$ cat src/rtl/core/fcf_pkg.sv
// ----------------------------------------------------------------------------
// fcf_pkg
// Shared types and constants for the streaming FIR filter: configuration
// register indexes, input item kinds, controller states, controller/datapath links.
// ----------------------------------------------------------------------------
package fcf_pkg;

  localparam int MAX_TAPS_DEF   = 32;

  localparam int SAMPLE_W       = 16;
  localparam int PRODUCT_W      = 32;
  localparam int COEF_IDX_W     = 5;
  localparam int TAP_COUNT_W    = 6;
  localparam int SHIFT_W        = 5;
  localparam int CFG_DATA_W     = 6;
  localparam int CFG_IDX_W      = 1;

  localparam int TAP_COUNT_RST  = 1;
  localparam int SHIFT_RST      = 15;

  // Configuration register indexes
  typedef enum logic [CFG_IDX_W-1:0] {
    CFG_TAP_COUNT     = 1'b0,
    CFG_PRODUCT_SHIFT = 1'b1
  } cfg_reg_t;

  // Input item kinds
  typedef enum logic {
    KIND_COEF   = 1'b0,
    KIND_SAMPLE = 1'b1
  } item_kind_t;

  // Controller states
  typedef enum logic [1:0] {
    ST_IDLE,
    ST_RUN,
    ST_DRAIN
  } fcf_state_t;

  // Controller -> datapath
  typedef struct packed {
    logic load_coef;    // write coefficient store
    logic load_sample;  // push sample into delay line, clear accumulator
    logic issue;        // read one tap pair into the MAC pipeline
    logic load_out;     // move accumulator into output register
  } fcf_cmd_t;

  // Datapath -> controller
  typedef struct packed {
    logic pipe_busy;    // tap still in flight in the MAC pipeline
    logic out_blocked;  // output register holds a result not taken this cycle
  } fcf_sts_t;

endpackage

$ cat src/rtl/core/fir_convolution_filter.sv
// ----------------------------------------------------------------------------
// fir_convolution_filter
// Streaming direct-form FIR filter, 16-bit signed samples, one shared MAC.
// ----------------------------------------------------------------------------
// Usage:
//  - Input channel (in_valid/in_ready): in_kind = 0 loads in_value into
//    coefficient slot in_coef_index (slots at or above MAX_TAPS are dropped);
//    in_kind = 1 pushes a sample. in_block_start on a sample restarts the
//    window fill count.
//  - Output channel (out_valid/out_ready): one filtered_sample per sample
//    transaction once the window holds tap_count samples.
//  - Config port: cfg_we writes cfg_wdata into register cfg_index
//    (0 tap_count, 1 product_shift). Write only while the block is idle.
//  - A coefficient transaction, or a sample that yields no result, leaves
//    the block idle and ready for the next item. A sample that yields a
//    result issues its tap pairs in turn (effective tap count of them),
//    waits for the read/multiply/accumulate pipeline to drain and for the
//    output register to be free, then loads the output register. The input
//    reopens only after the output load, so no new item is taken while a
//    sample is still at work.
//  - Reset clears the fill count, pointers and the output valid flag; the
//    coefficient store, delay line and output data are not cleared.
//  - Receiver stall: the output register keeps the result; the next item is
//    still accepted, and the sum after it waits in the pipeline until the
//    output register frees up.
// ----------------------------------------------------------------------------
module fir_convolution_filter #(
  parameter int MAX_TAPS = fcf_pkg::MAX_TAPS_DEF
) (
  input  logic                                 clk,
  input  logic                                 rst_n,
  // input channel
  input  logic                                 in_valid,
  output logic                                 in_ready,
  input  logic                                 in_kind,
  input  logic [fcf_pkg::COEF_IDX_W-1:0]       in_coef_index,
  input  logic signed [fcf_pkg::SAMPLE_W-1:0]  in_value,
  input  logic                                 in_block_start,
  // result channel
  output logic                                 out_valid,
  input  logic                                 out_ready,
  output logic signed [fcf_pkg::SAMPLE_W-1:0]  out_filtered_sample,
  // config port
  input  logic                                 cfg_we,
  input  logic [fcf_pkg::CFG_IDX_W-1:0]        cfg_index,
  input  logic [fcf_pkg::CFG_DATA_W-1:0]       cfg_wdata
);

  localparam int AW = (MAX_TAPS > 1) ? $clog2(MAX_TAPS) : 1;
  localparam int TW = $clog2(MAX_TAPS + 1);

  logic [fcf_pkg::TAP_COUNT_W-1:0] tap_count_r;
  logic [fcf_pkg::SHIFT_W-1:0]     product_shift_r;
  logic [TW-1:0]                   eff_taps;
  logic [AW-1:0]                   coef_addr;
  fcf_pkg::fcf_cmd_t               cmd;
  fcf_pkg::fcf_sts_t               sts;

  // Config registers
  always_ff @(posedge clk) begin
    if (!rst_n) begin
      tap_count_r     <= fcf_pkg::TAP_COUNT_W'(fcf_pkg::TAP_COUNT_RST);
      product_shift_r <= fcf_pkg::SHIFT_W'(fcf_pkg::SHIFT_RST);
    end else if (cfg_we) begin
      unique case (fcf_pkg::cfg_reg_t'(cfg_index))
        fcf_pkg::CFG_TAP_COUNT:     tap_count_r     <= cfg_wdata;
        fcf_pkg::CFG_PRODUCT_SHIFT: product_shift_r <= cfg_wdata[fcf_pkg::SHIFT_W-1:0];
        default: ;
      endcase
    end
  end

  // Zero taps acts as one; anything above MAX_TAPS is clamped.
  always_comb begin
    priority if (tap_count_r == '0) begin
      eff_taps = TW'(1);
    end else if (32'(tap_count_r) > MAX_TAPS) begin
      eff_taps = TW'(MAX_TAPS);
    end else begin
      eff_taps = TW'(tap_count_r);
    end
  end

  fcf_ctrl #(
    .MAX_TAPS (MAX_TAPS),
    .AW       (AW),
    .TW       (TW)
  ) u_ctrl (
    .clk            (clk),
    .rst_n          (rst_n),
    .in_valid       (in_valid),
    .in_ready       (in_ready),
    .in_kind        (in_kind),
    .in_block_start (in_block_start),
    .eff_taps       (eff_taps),
    .coef_addr      (coef_addr),
    .cmd            (cmd),
    .sts            (sts)
  );

  fcf_datapath #(
    .MAX_TAPS (MAX_TAPS),
    .AW       (AW)
  ) u_datapath (
    .clk                 (clk),
    .rst_n               (rst_n),
    .cmd                 (cmd),
    .sts                 (sts),
    .in_coef_index       (in_coef_index),
    .in_value            (in_value),
    .coef_addr           (coef_addr),
    .product_shift       (product_shift_r),
    .out_valid           (out_valid),
    .out_ready           (out_ready),
    .out_filtered_sample (out_filtered_sample)
  );

  // A new transaction never starts while taps are still in flight.
  a_accept_pipe_empty: assert property (@(posedge clk) disable iff (!rst_n)
    (in_valid && in_ready) |-> !sts.pipe_busy)
    else $error("input accepted with MAC pipeline busy");

  // The sum is only handed off after the last tap is accumulated.
  a_load_after_drain: assert property (@(posedge clk) disable iff (!rst_n)
    cmd.load_out |-> !sts.pipe_busy)
    else $error("result loaded before MAC pipeline drained");

  // A pending result is never overwritten.
  a_no_overwrite: assert property (@(posedge clk) disable iff (!rst_n)
    cmd.load_out |-> !(out_valid && !out_ready))
    else $error("output register overwritten while stalled");

endmodule

$ cat src/rtl/core/fcf_ctrl.sv
// ----------------------------------------------------------------------------
// fcf_ctrl
// Sequencer for the FIR filter: input handshake, window fill count, tap
// counter and hand-off of the finished sum to the output register.
// ----------------------------------------------------------------------------
module fcf_ctrl #(
  parameter int MAX_TAPS = fcf_pkg::MAX_TAPS_DEF,
  parameter int AW       = (MAX_TAPS > 1) ? $clog2(MAX_TAPS) : 1,
  parameter int TW       = $clog2(MAX_TAPS + 1)
) (
  input  logic              clk,
  input  logic              rst_n,
  input  logic              in_valid,
  output logic              in_ready,
  input  logic              in_kind,
  input  logic              in_block_start,
  input  logic [TW-1:0]     eff_taps,
  output logic [AW-1:0]     coef_addr,
  output fcf_pkg::fcf_cmd_t cmd,
  input  fcf_pkg::fcf_sts_t sts
);

  fcf_pkg::fcf_state_t state_r, state_nxt;
  logic [TW-1:0]       fill_r, fill_nxt;
  logic [TW-1:0]       tap_r, tap_nxt;
  logic                accept;

  assign accept    = in_valid && in_ready;
  assign coef_addr = AW'(tap_r);

  always_ff @(posedge clk) begin
    if (!rst_n) begin
      state_r <= fcf_pkg::ST_IDLE;
      fill_r  <= '0;
      tap_r   <= '0;
    end else begin
      state_r <= state_nxt;
      fill_r  <= fill_nxt;
      tap_r   <= tap_nxt;
    end
  end

  always_comb begin
    logic [TW-1:0] fill_base;
    state_nxt = state_r;
    fill_nxt  = fill_r;
    tap_nxt   = tap_r;
    cmd       = '0;
    in_ready  = 1'b0;
    fill_base = '0;
    unique case (state_r)
      fcf_pkg::ST_IDLE: begin
        in_ready = 1'b1;
        if (accept) begin
          if (in_kind == fcf_pkg::KIND_COEF) begin
            cmd.load_coef = 1'b1;
          end else begin
            cmd.load_sample = 1'b1;
            fill_base = in_block_start ? '0 : fill_r;
            fill_nxt  = (fill_base < TW'(MAX_TAPS)) ? fill_base + TW'(1) : fill_base;
            tap_nxt   = '0;
            if (fill_nxt >= eff_taps) begin
              state_nxt = fcf_pkg::ST_RUN;
            end
          end
        end
      end
      fcf_pkg::ST_RUN: begin
        cmd.issue = 1'b1;
        tap_nxt   = tap_r + TW'(1);
        if (tap_r == eff_taps - TW'(1)) begin
          state_nxt = fcf_pkg::ST_DRAIN;
        end
      end
      fcf_pkg::ST_DRAIN: begin
        if (!sts.pipe_busy && !sts.out_blocked) begin
          cmd.load_out = 1'b1;
          state_nxt    = fcf_pkg::ST_IDLE;
        end
      end
      default: begin
        state_nxt = fcf_pkg::ST_IDLE;
      end
    endcase
  end

endmodule

$ cat src/rtl/core/fcf_datapath.sv
// ----------------------------------------------------------------------------
// fcf_datapath
// Coefficient store, circular delay line, shared multiply-accumulate
// pipeline (read, multiply, shift-and-add) and the output register.
// ----------------------------------------------------------------------------
module fcf_datapath #(
  parameter int MAX_TAPS = fcf_pkg::MAX_TAPS_DEF,
  parameter int AW       = (MAX_TAPS > 1) ? $clog2(MAX_TAPS) : 1
) (
  input  logic                                clk,
  input  logic                                rst_n,
  input  fcf_pkg::fcf_cmd_t                   cmd,
  output fcf_pkg::fcf_sts_t                   sts,
  input  logic [fcf_pkg::COEF_IDX_W-1:0]      in_coef_index,
  input  logic signed [fcf_pkg::SAMPLE_W-1:0] in_value,
  input  logic [AW-1:0]                       coef_addr,
  input  logic [fcf_pkg::SHIFT_W-1:0]         product_shift,
  output logic                                out_valid,
  input  logic                                out_ready,
  output logic signed [fcf_pkg::SAMPLE_W-1:0] out_filtered_sample
);

  logic signed [fcf_pkg::SAMPLE_W-1:0]  coef_mem  [MAX_TAPS];
  logic signed [fcf_pkg::SAMPLE_W-1:0]  delay_mem [MAX_TAPS];

  logic [AW-1:0]                        wptr_r, wptr_nxt;
  logic [AW-1:0]                        rptr_r, rptr_nxt;
  logic signed [fcf_pkg::SAMPLE_W-1:0]  coef_q_r, samp_q_r;
  logic signed [fcf_pkg::PRODUCT_W-1:0] prod_r;
  logic [fcf_pkg::PRODUCT_W-1:0]        acc_r, acc_nxt;
  logic                                 v1_r, v2_r;
  logic                                 out_valid_r, out_valid_nxt;
  logic signed [fcf_pkg::SAMPLE_W-1:0]  out_data_r;

  assign wptr_nxt = (wptr_r == AW'(MAX_TAPS - 1)) ? '0 : wptr_r + AW'(1);

  always_comb begin
    rptr_nxt = rptr_r;
    if (cmd.load_sample) begin
      rptr_nxt = wptr_nxt;
    end else if (cmd.issue) begin
      rptr_nxt = (rptr_r == '0) ? AW'(MAX_TAPS - 1) : rptr_r - AW'(1);
    end
  end

  // memories
  always_ff @(posedge clk) begin
    if (cmd.load_coef && (32'(in_coef_index) < MAX_TAPS)) begin
      coef_mem[AW'(in_coef_index)] <= in_value;
    end
    if (cmd.load_sample) begin
      delay_mem[wptr_nxt] <= in_value;
    end
    if (cmd.issue) begin
      coef_q_r <= coef_mem[coef_addr];
      samp_q_r <= delay_mem[rptr_r];
    end
  end

  // pointers and pipeline control
  always_ff @(posedge clk) begin
    if (!rst_n) begin
      wptr_r      <= '0;
      rptr_r      <= '0;
      v1_r        <= 1'b0;
      v2_r        <= 1'b0;
      out_valid_r <= 1'b0;
    end else begin
      if (cmd.load_sample) begin
        wptr_r <= wptr_nxt;
      end
      rptr_r      <= rptr_nxt;
      v1_r        <= cmd.issue;
      v2_r        <= v1_r;
      out_valid_r <= out_valid_nxt;
    end
  end

  always_comb begin
    acc_nxt = acc_r;
    if (cmd.load_sample) begin
      acc_nxt = '0;
    end else if (v2_r) begin
      acc_nxt = acc_r + fcf_pkg::PRODUCT_W'(prod_r >>> product_shift);
    end
  end

  always_comb begin
    out_valid_nxt = out_valid_r;
    if (cmd.load_out) begin
      out_valid_nxt = 1'b1;
    end else if (out_ready) begin
      out_valid_nxt = 1'b0;
    end
  end

  // payload
  always_ff @(posedge clk) begin
    if (v1_r) begin
      prod_r <= coef_q_r * samp_q_r;
    end
    acc_r <= acc_nxt;
    if (cmd.load_out) begin
      out_data_r <= acc_r[fcf_pkg::SAMPLE_W-1:0];
    end
  end

  assign sts.pipe_busy   = v1_r || v2_r;
  assign sts.out_blocked = out_valid_r && !out_ready;

  assign out_valid           = out_valid_r;
  assign out_filtered_sample = out_data_r;

endmodule

$ cat config.mk
export PLATFORM = sky130hd
export DESIGN_NAME = fir_convolution_filter
export DESIGN_NICKNAME = d
export VERILOG_FILES = /design/src/rtl/core/fcf_pkg.sv /design/src/rtl/core/fir_convolution_filter.sv /design/src/rtl/core/fcf_ctrl.sv /design/src/rtl/core/fcf_datapath.sv
export SDC_FILE = /design/constraint.sdc
export NUM_CORES = 2
export LEC_CHECK = 0
export ABC_AREA = 1
export BUFFER_PORTS_ARGS = -buffer_cell sky130_fd_sc_hd__buf_4
export CORE_ASPECT_RATIO = 1.1
export CORE_MARGIN = 2
export CORE_UTILIZATION = 40
export CTS_CLUSTER_DIAMETER = 80
export DETAILED_ROUTE_END_ITERATION = 12
export PLACE_DENSITY = 0.56
export SYNTH_ARGS = -nofsm -noshare
export SYNTH_HDL_FRONTEND = slang
export SYNTH_SLANG_ARGS = --single-unit
$ cat constraint.sdc
create_clock -name clk -period 5.28 [get_ports clk]
set_input_delay 1.056 -clock clk [delete_from_list [all_inputs] [get_ports clk]]
set_output_delay 1.056 -clock clk [all_outputs]
set_load 0.005 [all_outputs]
==> impl_summary.log <==
INFO  metric initial_utilization = 0.4039
INFO  metric routed_via_density = 5.288
INFO  metric syn-cell-area = 57440 µm²
INFO  metric buffers_from_clock_root_to_sink_at_most = 3
INFO  metric crit_required = 5.75 ns
INFO  metric die-width = 365.3 µm
INFO  metric grt_max_degree = 163
INFO  metric core_area = 142200 µm²
INFO  metric setup_clock_skew_after_layout = 0.03738 ns
INFO  metric period_needed = 5.441 ns
INFO  metric grt_setup_unrepaired = true
INFO  metric clk_root_buffer_cell = sky130_fd_sc_hd__clkbuf_16
INFO  metric worst_setup_path_category = reg -> reg
INFO  metric hold_viol_final = 0
INFO  metric worst_ep_arrival_time = 5.91 ns
INFO  metric detailroute.via_count = 38830
INFO  metric design_area = 66500 µm²
INFO  metric syn_area_per_cell = 11.18 µm²
INFO  metric first_iter_violations = 3315
INFO  metric route.antenna.remaining_nets = 0
INFO  metric fin_crit_sh = 1.031
INFO  metric clock_tree_from_tritoncts = done
INFO  metric worst_slew_pin_slew = 1.021 ns
INFO  metric setup_viol_count_final = 13
INFO  metric ys_dominant_reg_cell = sky130_fd_sc_hd__edfxtp_1
INFO  metric yosys.cell_types.count = 48
INFO  metric wl_per_cell = 21.15 µm
INFO  metric antenna_found_initial = 1
INFO  metric grt_first_pass_wirelength = 235700 µm
INFO  metric postSynth.asyncResetShare = 0
INFO  metric synth_sequential_area_ratio = 0.5959
INFO  metric drt_drc_violations_left = 0
INFO  metric ys_ff_latch = 1158
INFO  metric failed_checks = setup timing
INFO  metric gr-total-overflow = 0
INFO  metric finalCoreUtilization = 0.4675
INFO  metric synth-edff-count = 1104
INFO  metric gp_congestion = 0.8702
INFO  metric die_h = 401.5 µm
INFO  metric rows = 145
INFO  metric worst_setup_path_end_kind = flip-flop
INFO  metric clk-insertion-delay-late = 0.74 ns
INFO  metric sequential_cell_area = 34250 µm²
INFO  metric grt_usage = 0.2103
INFO  metric fmaxAchievable = 183.8 MHz
INFO  metric diodes = 0
INFO  metric first_pass_iters = 6
INFO  metric design.portCount = 53
INFO  metric post_synth_inst_count = 5138
INFO  metric startpoint_type = flip-flop
INFO  metric cts_sinks = 1158
INFO  metric clk_pin_slew_worst_paths = 0.07 ns
INFO  metric timing.hold.ws = 0.4640 ns
INFO  metric area_growth_syn_to_layout = 15.76%
INFO  metric finalMaxSlewViolations = 0
INFO  metric final_common_cell = sky130_fd_sc_hd__edfxtp_1
INFO  metric totalWireLength = 155300 µm
INFO  metric io_buffer_count = 52
INFO  metric max-cap-violations = 0
INFO  metric via_count_of_the_first_global_routing_pass = 38278
INFO  metric multi_input_area = 20720 µm²
INFO  metric layout.nets = 5742
INFO  metric hold_class = reg -> reg
INFO  metric cp_max_fo = 6
INFO  metric status = finished, violations left
INFO  metric layout_setup_ws = -0.1613 ns
INFO  metric synth.yosys.warnings = 0
INFO  metric syn_nets = 5549
INFO  metric die-area = 146700 µm²
INFO  metric post_dp_cell_area = 61340 µm²
INFO  metric cts_made_buffers = 115
INFO  metric post_route_cells_drive_above_1_share = 0.1427
INFO  metric layout.cells.most_common_list = sky130_fd_sc_hd__edfxtp_1, sky130_fd_sc_hd__nor2_1, sky130_fd_sc_hd__nand2_1
INFO  metric htreeDepth = 3
INFO  metric timing.max_slew.rel_slack = 0.3194
INFO  metric num-fill-cells = 13055
INFO  metric setup-tns-final = -1.319 ns
INFO  metric dpl.hpwl = 97140 µm
INFO  metric postCtsHoldBufs = 0
[registers in the layout (all words and copies together), names as in the netlist, 6 cells and up]
name,count
u_ctrl.tap_r,6
u_datapath.samp_q_r,16
tap_count_r,6
u_datapath.coef_q_r,16
u_datapath.acc_r,16
u_datapath.prod_r,32
u_datapath.out_filtered_sample,16
u_datapath.coef_mem,512
u_datapath.delay_mem,512
u_ctrl.fill_r,6
[area by class of cell]
type | count | area share
clock buffers | 142 | 0.04512
well taps | 1911 | 0.03596
clock inverters | 76 | 0.01099
multi-input cells | 3111 | 0.3115
inverters | 568 | 0.03246
flip-flops and latches | 1158 | 0.5151
repair buffers | 377 | 0.04888
[cell usage after synthesis (2+ instances only)]
cell,count,area share
sky130_fd_sc_hd__fa_1,263,0.092
sky130_fd_sc_hd__o31ai_1,3,0.00039
sky130_fd_sc_hd__a31oi_1,12,0.0013
sky130_fd_sc_hd__a21boi_0,2,0.00026
sky130_fd_sc_hd__mux2i_1,3,0.00052
sky130_fd_sc_hd__inv_1,559,0.037
sky130_fd_sc_hd__a21oi_1,81,0.0071
sky130_fd_sc_hd__dfxtp_1,54,0.019
sky130_fd_sc_hd__ha_1,113,0.025
sky130_fd_sc_hd__xnor2_1,21,0.0032
sky130_fd_sc_hd__nand4_1,45,0.0049
sky130_fd_sc_hd__xor2_1,27,0.0041
sky130_fd_sc_hd__nor3b_1,2,0.00026
sky130_fd_sc_hd__and2_1,2,0.00022
sky130_fd_sc_hd__a22oi_1,2,0.00026
sky130_fd_sc_hd__inv_2,2,0.00013
sky130_fd_sc_hd__nand2_1,674,0.044
sky130_fd_sc_hd__buf_4,7,0.00091
sky130_fd_sc_hd__or2_2,12,0.0013
sky130_fd_sc_hd__o21ai_0,564,0.049
sky130_fd_sc_hd__o22ai_1,170,0.019
sky130_fd_sc_hd__buf_1,13,0.00085
sky130_fd_sc_hd__nor3_1,14,0.0012
sky130_fd_sc_hd__o21bai_1,11,0.0014
sky130_fd_sc_hd__a21o_1,7,0.00091
sky130_fd_sc_hd__buf_6,10,0.0020
sky130_fd_sc_hd__o21a_1,4,0.00052
sky130_fd_sc_hd__o211ai_1,41,0.0054
sky130_fd_sc_hd__o221ai_1,96,0.015
sky130_fd_sc_hd__o21ai_1,85,0.0074
sky130_fd_sc_hd__nand3b_1,3,0.00039
sky130_fd_sc_hd__clkbuf_1,197,0.013
sky130_fd_sc_hd__clkinv_1,6,0.00039
sky130_fd_sc_hd__edfxtp_1,1104,0.58
sky130_fd_sc_hd__nor2_1,679,0.044
sky130_fd_sc_hd__buf_2,74,0.0064
sky130_fd_sc_hd__and3_1,2,0.00022
sky130_fd_sc_hd__nand3_1,164,0.014
[through the flow]
stage	worst slack (ns)	instances
floorplan	-0.08886	5138
global placement	-0.4207	7073
detailed placement	-0.4075	7073
CTS	-0.1688	7331
global route	-0.3765	7343
finish	-0.1613	7343
[layer usage]
layer  up-vias  routed length (µm)  global-route usage
met5         -                   0                   0
met4         0                3671             0.05769
met3       192                7284             0.02123
met2       983               77070              0.3553
met1     19530               67240              0.2881
li1      18125                   -                   -
[logic make-up after synthesis]
family,synth area share
AOI/OAI and AO/OA,0.1080
xor gates and xnor gates,0.007319
adders and majority gates,0.1163
buffers and inverters,0.06020
DFF,0.5959
muxes,0.0005228
and+or+nand+nor,0.1118
[path summary, 6_finish.rpt]
kind              cells past startpoint                         startpoint                                           to  slack (ns)
hold reg to reg                       0   u_datapath.acc_r[5]$_SDFFE_PP0P_  u_datapath.out_filtered_sample[5]$_DFFE_PP_        0.46
hold / removal                        0   u_datapath.acc_r[5]$_SDFFE_PP0P_  u_datapath.out_filtered_sample[5]$_DFFE_PP_        0.46
setup / recovery                     19  u_datapath.coef_q_r[15]$_DFFE_PP_              u_datapath.prod_r[30]$_DFFE_PP_       -0.16
setup reg to reg                     19  u_datapath.coef_q_r[15]$_DFFE_PP_              u_datapath.prod_r[30]$_DFFE_PP_       -0.16
[worst max-delay path, stage by stage, from the launching register on]
cell,delay (ns)
sky130_fd_sc_hd__edfxtp_1,0.42
sky130_fd_sc_hd__buf_6,0.16
sky130_fd_sc_hd__nand2_4,0.05
sky130_fd_sc_hd__inv_2,0.04
sky130_fd_sc_hd__fa_2,0.56
sky130_fd_sc_hd__fa_2,0.64
sky130_fd_sc_hd__buf_12,0.13
sky130_fd_sc_hd__inv_4,0.04
sky130_fd_sc_hd__fa_1,0.49
sky130_fd_sc_hd__inv_2,0.04
sky130_fd_sc_hd__fa_1,0.48
sky130_fd_sc_hd__fa_1,0.58
sky130_fd_sc_hd__fa_1,0.47
sky130_fd_sc_hd__ha_4,0.34
sky130_fd_sc_hd__nand2_4,0.08
sky130_fd_sc_hd__nor3_4,0.21
sky130_fd_sc_hd__nand2_1,0.08
sky130_fd_sc_hd__o211a_1,0.24
sky130_fd_sc_hd__nand3_1,0.09
sky130_fd_sc_hd__nand2_1,0.06
[repair_timing]
item	CTS	global route
cloned	0	1
endpoints found under the setup margin	19	21
pin swaps	67	57
resized for setup	169	107
endpoints found under the hold margin	0	0
buffers inserted	40	11
Power is not shown: default switching activity piles up to over one toggle a cycle in this logic, so the estimate is an artifact.
